`src/rtl/fua_pkg.sv`:
```
// fua_pkg: types, constants and register codes of the h.264 fu-a packetizer
// used by fua_cfg, fua_step, fua_out and the top; depends on nothing
`default_nettype none

package fua_pkg;

  // nal unit length field
  localparam int DEF_LENGTH_BITS = 20;

  // configuration port
  localparam int CFG_IDX_W  = 2;
  localparam int CFG_DATA_W = 17;
  localparam int PAYLOAD_W  = 16;
  localparam int TS_STEP_W  = 17;

  localparam logic [CFG_IDX_W-1:0] CFG_MAX_PAYLOAD    = 2'd0;
  localparam logic [CFG_IDX_W-1:0] CFG_TIMESTAMP_STEP = 2'd1;

  localparam logic [PAYLOAD_W-1:0] MAX_PAYLOAD_RST    = 16'd1400;
  localparam logic [TS_STEP_W-1:0] TS_STEP_RST        = 17'd3600;
  localparam logic [PAYLOAD_W-1:0] MAX_PAYLOAD_LIMIT  = 16'd65533;

  // nal header masks and fu-a codes
  localparam logic [7:0] NAL_TYPE_MASK = 8'h1F;
  localparam logic [7:0] NAL_NRI_MASK  = 8'h60;
  localparam logic [7:0] NAL_TYPE_FUA  = 8'd28;
  localparam logic [7:0] FU_START_BIT  = 8'h80;
  localparam logic [7:0] FU_END_BIT    = 8'h40;
  localparam logic [7:0] NAL_TYPE_SPS  = 8'd7;
  localparam logic [7:0] NAL_TYPE_PPS  = 8'd8;

  // fu-a packets carry indicator and header in front of the data
  localparam logic [PAYLOAD_W-1:0] FU_OVERHEAD = 16'd2;

  // one output word
  typedef struct packed {
    logic [7:0]  out_byte;
    logic        packet_first;
    logic        packet_last;
    logic [15:0] packet_length;
    logic [15:0] seq_number;
    logic [31:0] rtp_time;
    logic        run_last;
  } fua_word_t;

  // the words caused by one input byte, up to three
  typedef struct packed {
    logic [1:0]          count;
    fua_word_t [2:0]     words;
  } fua_group_t;

  // effective configuration handed to the step logic
  typedef struct packed {
    logic [PAYLOAD_W-1:0] max_payload;
    logic [TS_STEP_W-1:0] timestamp_step;
  } fua_cfg_t;

endpackage

`default_nettype wire

```
`src/rtl/fua_if.sv`:
```
// fua_in_if and fua_out_if: valid/ready channels of the packetizer
// nal byte input channel and payload word output channel; no dependencies
`default_nettype none

interface fua_in_if #(
  parameter int LB = 20
);
  logic          valid;
  logic          ready;
  logic [7:0]    nal_byte;
  logic [LB-1:0] nal_length;

  modport source (output valid, output nal_byte, output nal_length, input ready);
  modport sink   (input valid, input nal_byte, input nal_length, output ready);
endinterface

interface fua_out_if;
  logic        valid;
  logic        ready;
  logic [7:0]  out_byte;
  logic        packet_first;
  logic        packet_last;
  logic [15:0] packet_length;
  logic [15:0] seq_number;
  logic [31:0] rtp_time;
  logic        run_last;

  modport source (output valid, output out_byte, output packet_first,
                  output packet_last, output packet_length, output seq_number,
                  output rtp_time, output run_last, input ready);
  modport sink   (input valid, input out_byte, input packet_first,
                  input packet_last, input packet_length, input seq_number,
                  input rtp_time, input run_last, output ready);
endinterface

`default_nettype wire

```
`src/rtl/fua_cfg.sv`:
```
// fua_cfg: configuration registers, max_payload stored already clamped
// depends on fua_pkg
`default_nettype none

module fua_cfg
  import fua_pkg::*;
(
  input  wire logic                  clk_i,
  input  wire logic                  rst_ni,
  input  wire logic                  cfg_we_i,
  input  wire logic [CFG_IDX_W-1:0]  cfg_idx_i,
  input  wire logic [CFG_DATA_W-1:0] cfg_data_i,
  output fua_cfg_t                   cfg_o
);

  logic [PAYLOAD_W-1:0] max_payload_q, max_payload_d;
  logic [TS_STEP_W-1:0] ts_step_q, ts_step_d;
  logic [PAYLOAD_W-1:0] wr_payload;

  // clamp the payload limit to 1..65533 on write
  always_comb begin
    wr_payload = cfg_data_i[PAYLOAD_W-1:0];
    if (wr_payload == '0) begin
      wr_payload = PAYLOAD_W'(1);
    end else if (wr_payload > MAX_PAYLOAD_LIMIT) begin
      wr_payload = MAX_PAYLOAD_LIMIT;
    end
  end

  // register write decode
  always_comb begin
    max_payload_d = max_payload_q;
    ts_step_d     = ts_step_q;
    if (cfg_we_i) begin
      unique case (cfg_idx_i)
        CFG_MAX_PAYLOAD:    max_payload_d = wr_payload;
        CFG_TIMESTAMP_STEP: ts_step_d     = cfg_data_i[TS_STEP_W-1:0];
        default: ;
      endcase
    end
  end

  always_ff @(posedge clk_i or negedge rst_ni) begin
    if (!rst_ni) begin
      max_payload_q <= MAX_PAYLOAD_RST;
      ts_step_q     <= TS_STEP_RST;
    end else begin
      max_payload_q <= max_payload_d;
      ts_step_q     <= ts_step_d;
    end
  end

  assign cfg_o.max_payload    = max_payload_q;
  assign cfg_o.timestamp_step = ts_step_q;

endmodule

`default_nettype wire

```
`src/rtl/fua_step.sv`:
```
// fua_step: unit and fragment state, builds the words caused by one nal byte
// depends on fua_pkg and fua_in_if
`default_nettype none

module fua_step
  import fua_pkg::*;
#(
  parameter int LENGTH_BITS = DEF_LENGTH_BITS
) (
  input  wire logic   clk_i,
  input  wire logic   rst_ni,
  fua_in_if.sink      nal_i,
  input  fua_cfg_t    cfg_i,
  input  wire logic   load_ready_i,
  output logic        load_o,
  output fua_group_t  group_o
);

  localparam int LB = LENGTH_BITS;
  localparam int CW = (LB > PAYLOAD_W) ? LB : PAYLOAD_W;

  // state registers
  logic [LB-1:0]        pos_q, pos_d;
  logic [LB-1:0]        ulen_q, ulen_d;
  logic [7:0]           hdr_q, hdr_d;
  logic                 fmode_q, fmode_d;
  logic [PAYLOAD_W-1:0] fill_q, fill_d;
  logic                 ffp_q, ffp_d;
  logic [PAYLOAD_W-1:0] psize_q, psize_d;
  logic [15:0]          seq_q, seq_d;
  logic [31:0]          time_q, time_d;

  // step values
  logic                 accept;
  logic                 pos0;
  logic [LB-1:0]        ulen;
  logic [7:0]           hdr;
  logic                 fmode;
  logic [PAYLOAD_W-1:0] fill;
  logic                 ffp;
  logic [CW-1:0]        ulen_w;
  logic [CW-1:0]        rem_w;
  logic [CW-1:0]        m_w;
  logic                 unit_end;
  logic                 start_frag;
  logic [PAYLOAD_W-1:0] flen_new;
  logic [PAYLOAD_W-1:0] psize;
  logic [PAYLOAD_W-1:0] flen;
  logic [PAYLOAD_W-1:0] fill_inc;
  logic                 frag_close;
  logic [7:0]           fu_hdr;
  logic [7:0]           fu_ind;
  logic [7:0]           nal_type;
  logic                 seq_inc;
  logic                 adv_time;
  fua_word_t            data_w;
  fua_word_t            ind_w;
  fua_word_t            fuh_w;

  assign accept       = nal_i.valid && load_ready_i;
  assign nal_i.ready  = load_ready_i;

  // unit fields: sampled on the header byte, held afterwards
  always_comb begin
    pos0  = (pos_q == '0);
    ulen  = ulen_q;
    hdr   = hdr_q;
    fill  = fill_q;
    ffp   = ffp_q;
    if (pos0) begin
      ulen = (nal_i.nal_length == '0) ? LB'(1) : nal_i.nal_length;
      hdr  = nal_i.nal_byte;
      fill = '0;
      ffp  = 1'b1;
    end
  end

  assign ulen_w   = CW'(ulen);
  assign m_w      = CW'(cfg_i.max_payload);
  assign rem_w    = CW'(ulen - pos_q);
  assign fmode    = pos0 ? (ulen_w > m_w) : fmode_q;
  assign unit_end = (({1'b0, pos_q} + (LB+1)'(1)) >= {1'b0, ulen});

  // fragment sizing
  assign start_frag = fmode && !pos0 && (fill == '0);
  assign flen_new   = (rem_w < m_w) ? rem_w[PAYLOAD_W-1:0] : cfg_i.max_payload;

  always_comb begin
    psize = psize_q;
    if (pos0 && !fmode) begin
      psize = ulen_w[PAYLOAD_W-1:0];
    end else if (start_frag) begin
      psize = flen_new + FU_OVERHEAD;
    end
  end

  assign flen       = psize - FU_OVERHEAD;
  assign fill_inc   = fill + PAYLOAD_W'(1);
  assign frag_close = (fill_inc >= flen) || unit_end;

  // fu-a indicator and header bytes
  assign nal_type = hdr & NAL_TYPE_MASK;
  assign fu_ind   = (hdr & NAL_NRI_MASK) | NAL_TYPE_FUA;
  assign fu_hdr   = nal_type | (ffp ? FU_START_BIT : 8'h00)
                  | ((rem_w <= m_w) ? FU_END_BIT : 8'h00);

  // word templates
  always_comb begin
    data_w.out_byte      = nal_i.nal_byte;
    data_w.packet_first  = !fmode && pos0;
    data_w.packet_last   = fmode ? frag_close : unit_end;
    data_w.packet_length = psize;
    data_w.seq_number    = seq_q;
    data_w.rtp_time      = time_q;
    data_w.run_last      = 1'b1;

    ind_w               = data_w;
    ind_w.out_byte      = fu_ind;
    ind_w.packet_first  = 1'b1;
    ind_w.packet_last   = 1'b0;
    ind_w.run_last      = 1'b0;

    fuh_w               = ind_w;
    fuh_w.out_byte      = fu_hdr;
    fuh_w.packet_first  = 1'b0;
  end

  // word group and counter effects
  always_comb begin
    group_o.count    = 2'd0;
    group_o.words[0] = data_w;
    group_o.words[1] = data_w;
    group_o.words[2] = data_w;
    seq_inc          = 1'b0;
    adv_time         = 1'b1;
    if (!fmode) begin
      group_o.count = 2'd1;
      seq_inc       = unit_end;
      if (nal_type == NAL_TYPE_SPS || nal_type == NAL_TYPE_PPS) begin
        adv_time = 1'b0;
      end
    end else if (!pos0) begin
      seq_inc = frag_close;
      if (start_frag) begin
        group_o.count    = 2'd3;
        group_o.words[0] = ind_w;
        group_o.words[1] = fuh_w;
      end else begin
        group_o.count    = 2'd1;
      end
    end
  end

  assign load_o = accept;

  // next state
  always_comb begin
    ulen_d  = ulen;
    hdr_d   = hdr;
    psize_d = psize;
    seq_d   = seq_inc ? (seq_q + 16'd1) : seq_q;
    time_d  = time_q;
    if (unit_end) begin
      pos_d   = '0;
      fmode_d = 1'b0;
      fill_d  = '0;
      ffp_d   = 1'b1;
      if (adv_time) begin
        time_d = time_q + 32'(cfg_i.timestamp_step);
      end
    end else begin
      pos_d   = pos_q + LB'(1);
      fmode_d = fmode;
      fill_d  = (fmode && !pos0) ? (frag_close ? '0 : fill_inc) : fill;
      ffp_d   = start_frag ? 1'b0 : ffp;
    end
  end

  always_ff @(posedge clk_i or negedge rst_ni) begin
    if (!rst_ni) begin
      pos_q   <= '0;
      ulen_q  <= '0;
      hdr_q   <= '0;
      fmode_q <= 1'b0;
      fill_q  <= '0;
      ffp_q   <= 1'b1;
      psize_q <= '0;
      seq_q   <= '0;
      time_q  <= '0;
    end else if (accept) begin
      pos_q   <= pos_d;
      ulen_q  <= ulen_d;
      hdr_q   <= hdr_d;
      fmode_q <= fmode_d;
      fill_q  <= fill_d;
      ffp_q   <= ffp_d;
      psize_q <= psize_d;
      seq_q   <= seq_d;
      time_q  <= time_d;
    end
  end

endmodule

`default_nettype wire

```
`src/rtl/fua_out.sv`:
```
// fua_out: result register holding up to three words, sent one per cycle while pkt_o is ready
// depends on fua_pkg and fua_out_if
`default_nettype none

module fua_out
  import fua_pkg::*;
(
  input  wire logic  clk_i,
  input  wire logic  rst_ni,
  input  wire logic  load_i,
  input  fua_group_t group_i,
  output logic       load_ready_o,
  fua_out_if.source  pkt_o
);

  fua_word_t [2:0] words_q, words_d;
  logic [1:0]      cnt_q, cnt_d;
  logic            pop;

  assign pop          = pkt_o.valid && pkt_o.ready;
  // room for a new group when empty or the last word leaves now
  assign load_ready_o = (cnt_q == 2'd0) || ((cnt_q == 2'd1) && pkt_o.ready);

  // load or shift
  always_comb begin
    words_d = words_q;
    cnt_d   = cnt_q;
    if (load_i) begin
      words_d = group_i.words;
      cnt_d   = group_i.count;
    end else if (pop) begin
      words_d[0] = words_q[1];
      words_d[1] = words_q[2];
      cnt_d      = cnt_q - 2'd1;
    end
  end

  always_ff @(posedge clk_i or negedge rst_ni) begin
    if (!rst_ni) begin
      cnt_q <= 2'd0;
    end else begin
      cnt_q <= cnt_d;
    end
  end

  always_ff @(posedge clk_i) begin
    words_q <= words_d;
  end

  // head word to the port
  assign pkt_o.valid         = (cnt_q != 2'd0);
  assign pkt_o.out_byte      = words_q[0].out_byte;
  assign pkt_o.packet_first  = words_q[0].packet_first;
  assign pkt_o.packet_last   = words_q[0].packet_last;
  assign pkt_o.packet_length = words_q[0].packet_length;
  assign pkt_o.seq_number    = words_q[0].seq_number;
  assign pkt_o.rtp_time      = words_q[0].rtp_time;
  assign pkt_o.run_last      = words_q[0].run_last;

endmodule

`default_nettype wire

```
`src/rtl/h264_fua_packetizer_top.sv`:
```
// h264_fua_packetizer_top: h.264 nal unit to rtp payload packetizer, single nal unit or fu-a
// depends on fua_pkg, fua_if, fua_cfg, fua_step and fua_out
//
//   channel   dir  handshake          payload
//   nal_i     in   valid/ready        nal_byte, nal_length
//   pkt_o     out  valid/ready        out_byte, packet_first, packet_last,
//                                     packet_length, seq_number, rtp_time,
//                                     run_last
//   cfg       in   cfg_we_i, no wait  cfg_idx_i, cfg_data_i
//
// a nal byte is taken and its words appear the next cycle; a byte that
// gives one word sustains one byte per cycle while pkt_o is ready, a
// fragmented unit's header byte gives none, and a byte that opens a
// fragment gives three words and holds the input until the last leaves.
// reset clears all unit, sequence and timestamp state, no clearing pass.
// a stalled output holds its word; input is taken once the last queued
// word leaves.
`default_nettype none

module h264_fua_packetizer_top
  import fua_pkg::*;
#(
  parameter int LENGTH_BITS = DEF_LENGTH_BITS
) (
  input  wire logic                  clk_i,
  input  wire logic                  rst_ni,
  fua_in_if.sink                     nal_i,
  fua_out_if.source                  pkt_o,
  input  wire logic                  cfg_we_i,
  input  wire logic [CFG_IDX_W-1:0]  cfg_idx_i,
  input  wire logic [CFG_DATA_W-1:0] cfg_data_i
);

  fua_cfg_t   cfg;
  fua_group_t group;
  logic       load;
  logic       load_ready;

  fua_cfg u_cfg (
    .clk_i      (clk_i),
    .rst_ni     (rst_ni),
    .cfg_we_i   (cfg_we_i),
    .cfg_idx_i  (cfg_idx_i),
    .cfg_data_i (cfg_data_i),
    .cfg_o      (cfg)
  );

  fua_step #(
    .LENGTH_BITS (LENGTH_BITS)
  ) u_step (
    .clk_i        (clk_i),
    .rst_ni       (rst_ni),
    .nal_i        (nal_i),
    .cfg_i        (cfg),
    .load_ready_i (load_ready),
    .load_o       (load),
    .group_o      (group)
  );

  fua_out u_out (
    .clk_i        (clk_i),
    .rst_ni       (rst_ni),
    .load_i       (load),
    .group_i      (group),
    .load_ready_o (load_ready),
    .pkt_o        (pkt_o)
  );

endmodule

`default_nettype wire
```
`src/flat_wrapper.sv`:
```
// flat-port wrapper written by rule: the top's interface ports become plain ports
module h264_fua_packetizer_top_flat import fua_pkg::*;
#(
  parameter int LENGTH_BITS = DEF_LENGTH_BITS
)
  (clk_i, rst_ni, cfg_we_i, cfg_idx_i, cfg_data_i, nal_i_valid, nal_i_nal_byte, nal_i_nal_length, nal_i_ready, pkt_o_valid, pkt_o_out_byte, pkt_o_packet_first, pkt_o_packet_last, pkt_o_packet_length, pkt_o_seq_number, pkt_o_rtp_time, pkt_o_run_last, pkt_o_ready);
  fua_in_if nal_i_i ();
  fua_out_if pkt_o_i ();
  input  wire logic clk_i;
  input  wire logic rst_ni;
  input  wire logic cfg_we_i;
  input  wire logic [CFG_IDX_W-1:0] cfg_idx_i;
  input  wire logic [CFG_DATA_W-1:0] cfg_data_i;
  input wire logic [$bits(nal_i_i.valid)-1:0] nal_i_valid;
  input wire logic [$bits(nal_i_i.nal_byte)-1:0] nal_i_nal_byte;
  input wire logic [$bits(nal_i_i.nal_length)-1:0] nal_i_nal_length;
  output wire logic [$bits(nal_i_i.ready)-1:0] nal_i_ready;
  output wire logic [$bits(pkt_o_i.valid)-1:0] pkt_o_valid;
  output wire logic [$bits(pkt_o_i.out_byte)-1:0] pkt_o_out_byte;
  output wire logic [$bits(pkt_o_i.packet_first)-1:0] pkt_o_packet_first;
  output wire logic [$bits(pkt_o_i.packet_last)-1:0] pkt_o_packet_last;
  output wire logic [$bits(pkt_o_i.packet_length)-1:0] pkt_o_packet_length;
  output wire logic [$bits(pkt_o_i.seq_number)-1:0] pkt_o_seq_number;
  output wire logic [$bits(pkt_o_i.rtp_time)-1:0] pkt_o_rtp_time;
  output wire logic [$bits(pkt_o_i.run_last)-1:0] pkt_o_run_last;
  input wire logic [$bits(pkt_o_i.ready)-1:0] pkt_o_ready;
  assign nal_i_i.valid = nal_i_valid;
  assign nal_i_i.nal_byte = nal_i_nal_byte;
  assign nal_i_i.nal_length = nal_i_nal_length;
  assign nal_i_ready = nal_i_i.ready;
  assign pkt_o_valid = pkt_o_i.valid;
  assign pkt_o_out_byte = pkt_o_i.out_byte;
  assign pkt_o_packet_first = pkt_o_i.packet_first;
  assign pkt_o_packet_last = pkt_o_i.packet_last;
  assign pkt_o_packet_length = pkt_o_i.packet_length;
  assign pkt_o_seq_number = pkt_o_i.seq_number;
  assign pkt_o_rtp_time = pkt_o_i.rtp_time;
  assign pkt_o_run_last = pkt_o_i.run_last;
  assign pkt_o_i.ready = pkt_o_ready;
  h264_fua_packetizer_top #(.LENGTH_BITS(LENGTH_BITS)) u_core (.clk_i(clk_i), .rst_ni(rst_ni), .nal_i(nal_i_i), .pkt_o(pkt_o_i), .cfg_we_i(cfg_we_i), .cfg_idx_i(cfg_idx_i), .cfg_data_i(cfg_data_i));
endmodule
```
`config.mk`:
```
export PLATFORM = sky130hd
export DESIGN_NAME = h264_fua_packetizer_top_flat
export DESIGN_NICKNAME = d
export VERILOG_FILES = /design/src/rtl/fua_pkg.sv /design/src/rtl/fua_if.sv /design/src/rtl/fua_cfg.sv /design/src/rtl/fua_step.sv /design/src/rtl/fua_out.sv /design/src/rtl/h264_fua_packetizer_top.sv /design/src/flat_wrapper.sv
export SDC_FILE = /design/constraint.sdc
export NUM_CORES = 1
export LEC_CHECK = 0
export BUFFER_PORTS_ARGS = -buffer_cell sky130_fd_sc_hd__buf_2
export CORE_UTILIZATION = 46
export DETAILED_ROUTE_END_ITERATION = 8
export GPL_TIMING_DRIVEN = 0
export PLACE_DENSITY = 0.62
export SETUP_SLACK_MARGIN = 0.15
export SYNTH_ARGS = -nofsm -noshare
export SYNTH_HDL_FRONTEND = slang
export SYNTH_SLANG_ARGS = --single-unit
```
`constraint.sdc`:
```
create_clock -name clk_i -period 29 [get_ports clk_i]
set_clock_uncertainty 0.15 [all_clocks]
set_input_delay 5.8 -clock clk_i [delete_from_list [all_inputs] [get_ports clk_i]]
set_output_delay 5.8 -clock clk_i [all_outputs]
set_load 0.005 [all_outputs]
```
# Yosys cells after proc, flatten, opt, wreduce, memory -nomap -nowiden
# Index checks and enable logic that the tools add are counted.
word_totals:
  ff_bits: 388
  elab_cells: 111
  out_inout_bits: 77
  inputBits: 52
classes:
  mux: 35
  reduce_logical: 23
  n_addsub: 9
  magnitude_cmp: 6
  n_eq_ne: 4
  bitwise_logic: 2
op_table:
  columns: ["operator", "count"]
  rows:
  - ["$mux 150", 5]
  - ["$mux 16", 9]
  - ["$mux 20", 3]
  - ["$logic_not 20->1", 2]
  - ["$add 16x1->16 const B", 2]
  - ["$add 32x17->32", 1]
  - ["$logic_not 16->1", 2]
  - ["$add 20x1->21 const B", 1]
  - ["$ge 21x20->1", 1]
  - ["$add 20x1->20 const B", 1]
  - ["$gt 20x16->1", 1]
  - ["$le 20x16->1", 1]
  - ["$lt 20x16->1", 1]
  - ["$sub 20x20->20", 1]
  - ["$add 16x2->16 const B", 1]
  - ["$ge 16x16->1", 1]
  - ["$gt 16x16->1 const B", 1]
  - ["$sub 16x2->16 const B", 1]
  - ["$mux 7", 2]
  - ["$mux 1", 10]
  - ["$mux 2", 5]
  - ["$mux 8", 1]
  - ["$or 5x8->8", 1]
  - ["$or 8x7->8", 1]
  - ["other kinds (11)", 24]

# Depth between registers and ports, before layout
logic_depth:
  depth_word: 17
  depth_mapped: 51
  mapped_depth_nobuf: 46

# Cells and area by module
# Synthesis repeated with hierarchy kept, for this count alone.
unflattened:
  cells_unflattened: 2045
  hier_area_um2: 22794.4
modules_own_cells:
  columns: ["module", "area_each_um2", "cells_per_inst", "instances", "seq_area_each_um2"]
  rows:
  - ["fua_step", 12065.3, 1430, 1, 3229.3]
  - ["fua_out", 9359.0, 482, 1, 6806.5]
  - ["fua_cfg", 1370.1, 133, 1, 838.3]

# Worst setup path after synthesis
# Ideal clock, no wire load.
synth_timing:
  path_kind: "input-to-reg"
  from: "input port nal_i_nal_length[16]"
  to: "register u_core.u_step.fill_q[2]"
  t_arrival_ps: 15365
  setup_ps: 72
  stages: 44
  slack_ps: 13414
  n_path_buf: 6
  cell_sequence: "nor4_1 > and3_1 > a31oi_1 > a22oi_1 > inv_1 > ha_1 > a21o_1 > or3_1 > o21ai_1 > o21ai_0 > a2111o_1 > o311ai_0 > ha_1 > a21o_1 > a21o_1 > a21oi_1 > o21ai_0 > nor4_4 > (+8 left out) > nor3_1 > nand3_1 > or3b_1 > buf_2 > nor2_2 > nand3b_4 > or3_1 > xor2_1 > ha_1 > a211o_1 > a2111oi_0 > nor3_1 > nor3_1 > nor4b_1 > clkbuf_1 > clkbuf_1 > a21oi_1 > nor2_1"
synth_via:
  elab_chain_cells: 15
synth_lines:
  columns: ["element", "line_no", "source"]
  rows:
  - ["from (decl)", "flat_wrapper.sv:16", "input wire logic [$bits(nal_i_i.nal_length)-1:0] nal_i_nal_length;"]
  - ["$logic_not 20->1 *", "fua_step.sv:71", "ulen = (nal_i.nal_length == '0) ? LB'(1) : nal_i.nal_length;"]
  - ["$mux 20 *", "fua_step.sv:71", null]
  - ["$mux 20 *", "fua_step.sv:70", "if (pos0) begin"]
  - ["net u_core.u_step.ulen[4]", "fua_step.sv:36", "logic [LB-1:0] ulen;"]
  - ["$sub 20x20->20 or $gt 20x16->1 (tied branches)", "fua_step.sv:80, fua_step.sv:81", null]
  - ["$lt 20x16->1 or $mux 1 (tied branches)", "fua_step.sv:86, fua_step.sv:81", null]
  - ["$mux 16 or $logic_and 1x1->1 (tied branches)", "fua_step.sv:86, fua_step.sv:85, fua_step.sv:174", null]
  - ["$add 16x2->16 or $logic_and 1x1->1 (tied branches)", "fua_step.sv:93, fua_step.sv:85", null]
  - ["$mux 16", "fua_step.sv:92", "end else if (start_frag) begin"]
  - ["$mux 16", "fua_step.sv:90", "if (pos0 && !fmode) begin"]
  - ["$sub 16x2->16", "fua_step.sv:97", "assign flen = psize - FU_OVERHEAD;"]
  - ["$ge 16x16->1", "fua_step.sv:99", "assign frag_close = (fill_inc >= flen) || unit_end;"]
  - ["$logic_or 1x1->1", "fua_step.sv:99", null]
  - ["$mux 16 (2 in a row)", "fua_step.sv:174", "fill_d = (fmode && !pos0) ? (frag_close ? '0 : fill_inc) : fill;"]
  - ["$mux 16 *", "fua_step.sv:163", "if (unit_end) begin"]
  - ["to (signal assigned)", "fua_step.sv:195", "fill_q <= fill_d;"]
  - ["to (decl)", "fua_step.sv:27", "logic [PAYLOAD_W-1:0] fill_q, fill_d;"]
# Mark *: on every way through the listed nets, which the timed path passes. The rest lies on a longest branch.
# A chain may end at the register's enable or synchronous reset.

# Worst setup path in the final report
layout_timing:
  from: "input port nal_i_nal_length[16]"
  to: "register u_core.u_step.fill_q[2]"
layout_via:
  elab_chain_cells: 15
layout_lines:
  columns: ["element", "line_no"]
  rows:
  - ["$logic_not 20->1", "fua_step.sv:71"]
  - ["$mux 20 *", "fua_step.sv:71"]
  - ["$mux 20 *", "fua_step.sv:70"]
  - ["$sub 20x20->20 or $gt 20x16->1 (tied branches)", "fua_step.sv:80, fua_step.sv:81"]
  - ["$lt 20x16->1 or $mux 1 (tied branches)", "fua_step.sv:86, fua_step.sv:81"]
  - ["$mux 16 or $logic_and 1x1->1 (tied branches)", "fua_step.sv:86, fua_step.sv:85, fua_step.sv:174"]
  - ["$add 16x2->16 or $logic_and 1x1->1 (tied branches)", "fua_step.sv:93, fua_step.sv:85"]
  - ["$mux 16", "fua_step.sv:92"]
  - ["$mux 16", "fua_step.sv:90"]
  - ["$sub 16x2->16", "fua_step.sv:97"]
  - ["$ge 16x16->1", "fua_step.sv:99"]
  - ["$logic_or 1x1->1", "fua_step.sv:99"]
  - ["$mux 16 (2 in a row)", "fua_step.sv:174"]
  - ["$mux 16 *", "fua_step.sv:163"]
# Mark *: on every way between the ends. The rest lies on a longest branch, timed or not.

==> flow_summary.json <==
{
  "cts_max_path_buffers": 3,
  "worstSetupPathType": "in2reg",
  "violations": "capacitance limit",
  "maxSlewHeadroom_pct": 1.40,
  "overflow": 0,
  "cts-buffers-inserted": 43,
  "clkTransAtPathRegs_ps": 60,
  "tns_ps": 0,
  "fin_crit_ps": 18190,
  "avgRoutedWirePerCell_um": 19.3,
  "hp-class": "reg2reg",
  "start_kind": "input pin",
  "cts_tree": "done",
  "dr.pass1.iters": 6,
  "drv_cap": 1,
  "yosysSeqAreaShare_pct": 50.8,
  "fmax_ghz": 0.0550,
  "vias": 15934,
  "rsz0062_at_grt": "false",
  "swShare_pct": 43.7,
  "switching_power_mw": 1.43,
  "power_mw": 3.27,
  "grt_pass1_vias": 15372,
  "root_buffer": "clkbuf_16",
  "ys_seq_elements": 388,
  "htreeDepth": 2,
  "setup_viol": 0,
  "fp.dieArea_um2": 47300,
  "grt_max_degree": 91,
  "yosysWarnings": 0,
  "layout-drive-gt1-share_pct": 15.9,
  "fin_crit_sh_pct": 62.7,
  "initial_core_util_pct": 46.8,
  "cp_top_family": "simple AND/OR/NAND/NOR gates",
  "die_w_um": 217,
  "ios": 129,
  "gp_congestion": 0.914,
  "die_y_um": 217,
  "synth_area_per_cell_um2": 10.2,
  "powerDensity_nw_per_um2": 135,
  "slew_violations": 0,
  "cp_num_buf_inv": 7,
  "syn_inst": 2089,
  "cpPeakStageDelay_ps": 1070,
  "io_buffers": 128,
  "track_usage_pct": 23.8,
  "finalHoldViolCount": 0,
  "clock_power_share_pct": 17.1,
  "ctsResizeCount": 0,
  "core_um2": 45600,
  "num_rows": 78,
  "yosysUniqueCellTypes": 98,
  "synth_edf_count": 224,
  "dpl.hpwl_um": 41600,
  "cp_slowest_cell": "nor4b_1",
  "pwr-share-seq_pct": 27.1,
  "grt_pass1_wl_um": 86800,
  "viasPerCell": 5.49,
  "area_growth_pct": 13.8,
  "ir_worst_vdd_mv": 0.104,
  "p_comb_share_pct": 55.8,
  "crit_arrival_ps": 18540,
  "ctsHoldBuffers": 0,
  "synth_nets": 2256,
  "synth_flop_cell": "edfxtp_1",
  "ant_nets": 0,
  "clock_sinks": 388,
  "clk_latency_ps": 570,
  "drtIter0Drc": 1242,
  "cp_max_fo": 10,
  "cts_setup_buffers": 0,
  "antenna_found_initial": 0,
  "synth_area_um2": 21300,
  "endpoint_kind": "register",
  "tightestPinTransition_ps": 1470,
  "drc_errors": 0,
  "synthArstFlopShare_pct": 42.3,
  "status": "finished with violations",
  "fin_nets": 2432,
  "p_int_mw": 1.84,
  "leakagePower_nw": 10.7,
  "drt_wl_total_um": 55900,
  "required_ps": 29350
}
## power by group through the flow
stage	clock [mW]	combinational (mW)	sequential, mW
2_1_floorplan	0	1.31	0.869
3_3_place_gp	0	1.77	0.901
3_5_place_dp	0	1.81	0.896
4_1_cts	0.572	1.82	0.887
5_1_grt	0.594	2.02	0.904
6_report	0.561	1.83	0.887
## flip-flops by register name, indices dropped and copies added, names as in the netlist, 2 cells and up
signal / flops
u_core.u_cfg.max_payload_q: 16
u_core.u_cfg.ts_step_q: 17
u_core.u_out.cnt_q: 2
u_core.u_out.pkt_o.out_byte: 8
u_core.u_out.pkt_o.packet_length: 16
u_core.u_out.pkt_o.rtp_time: 32
u_core.u_out.pkt_o.seq_number: 16
u_core.u_out.words_q: 149
u_core.u_step.fill_q: 16
u_core.u_step.hdr_q: 7
u_core.u_step.pos_q: 20
u_core.u_step.psize_q: 16
u_core.u_step.seq_q: 16
u_core.u_step.time_q: 32
u_core.u_step.ulen_q: 20
## layer usage
metal  wire length, um  track usage (%)
met1             25500             33.0
met2             25700             37.6
met3              2950             3.83
met4              1790             8.47
met5                 0                0
## layout make-up
class                   count  area [um2]
repair buffers            131         726
clock inverters            21         239
clock buffers              59        1220
plain buffers             146         853
fillers                  4061       21300
inverters                  96         360
multi-input cells        1459        9300
flip-flops and latches    388       10800
well taps                 600         751
diodes                      1        2.50
## layout by cell type, fill, tap and decap left out, types with 23 or more instances in the layout
cell type / n
nand2_1: 395
edfxtp_1: 224
nor2_1: 157
dfrtp_1: 153
buf_2: 134
ha_1: 113
inv_1: 95
o21ai_0: 92
xnor2_1: 91
buf_4: 74
clkbuf_1: 67
a21oi_1: 63
nand3_1: 59
clkbuf_16: 44
mux2_2: 42
a21o_1: 37
nor3_1: 36
nand4_1: 36
xor2_1: 32
a22o_1: 23
## path summary, 6_finish.rpt
kind | from | to | slack, ps | cells past startpoint
setup / recovery | nal_i_nal_length[16] | u_core.u_step.fill_q[2] | 10810 | 45
hold / removal | u_core.u_step.seq_q[7] | u_core.u_out.words_q[190] | 300 | 0
setup reg to reg | u_core.u_step.pos_q[2] | u_core.u_step.fill_q[2] | 14440 | 47
hold reg to reg | u_core.u_step.seq_q[7] | u_core.u_out.words_q[190] | 300 | 0
max in group asynchronous | rst_ni | u_core.u_step.ffp_q | 22660 | 2
min in group asynchronous | rst_ni | u_core.u_step.time_q[15] | 5060 | 1
## synth_stat cells, drive strengths merged (7+ instances only)
cell type | count | area [um2]
xor2 | 33 | 297
o22ai | 17 | 106
a21o | 37 | 278
edfxtp | 224 | 6730
inv | 95 | 357
a22o | 23 | 201
and3 | 19 | 119
o211ai | 11 | 87.6
mux2i | 22 | 233
a31oi | 12 | 75.1
dfstp | 11 | 289
dfrtp | 153 | 3830
nor4 | 23 | 180
a21oi | 64 | 324
nor2b | 16 | 100
clkbuf | 59 | 221
or2 | 7 | 43.8
xnor2 | 91 | 797
o21a | 21 | 158
a22oi | 9 | 67.6
or3 | 8 | 55.1
o21ai | 94 | 470
nor3 | 38 | 200
nor2 | 159 | 607
buf | 87 | 628
nand4 | 37 | 238
nand2 | 396 | 1490
nand2b | 12 | 75.1
ha | 113 | 1410
mux2 | 44 | 499
nand3 | 59 | 295
## stage by stage
stage	hold WS (ps)	instances	utilization [%]	area, um2	worst slack, ps
5_1_grt	303	2900	53.3	24300	9890
4_1_cts	294	2900	53.3	24300	11050
2_1_floorplan	273	2089	-	21300	13410
3_3_place_gp	275	2817	49.9	22700	10550
6_report	295	2901	53.3	24300	10810
3_5_place_dp	279	2820	50.1	22800	10470
## cells by family after synthesis
kind of cell               count (synthesis)  synth area share (%)
AOI/OAI and AO/OA                        344                  10.7
DFF                                      388                  50.8
and+or+nand+nor                          810                  17.5
buffers and inverters                    242                  5.67
xor gates and xnor gates                 124                  5.12
adders and majority gates                115                  6.81
muxes                                     66                  3.43
## worst register-to-register path, delay by kind of cell, from the launching register on
kind                       cells  cell delay (ps)
adders and majority gates      4             1280
buffers and inverters         10             3330
muxes                          1              400
DFF                            1              350
xor gates and xnor gates       1              160
and+or+nand+nor               17             5140
AOI/OAI and AO/OA             14             3670
No activity file was read; power rests on OpenSTA's default activity.
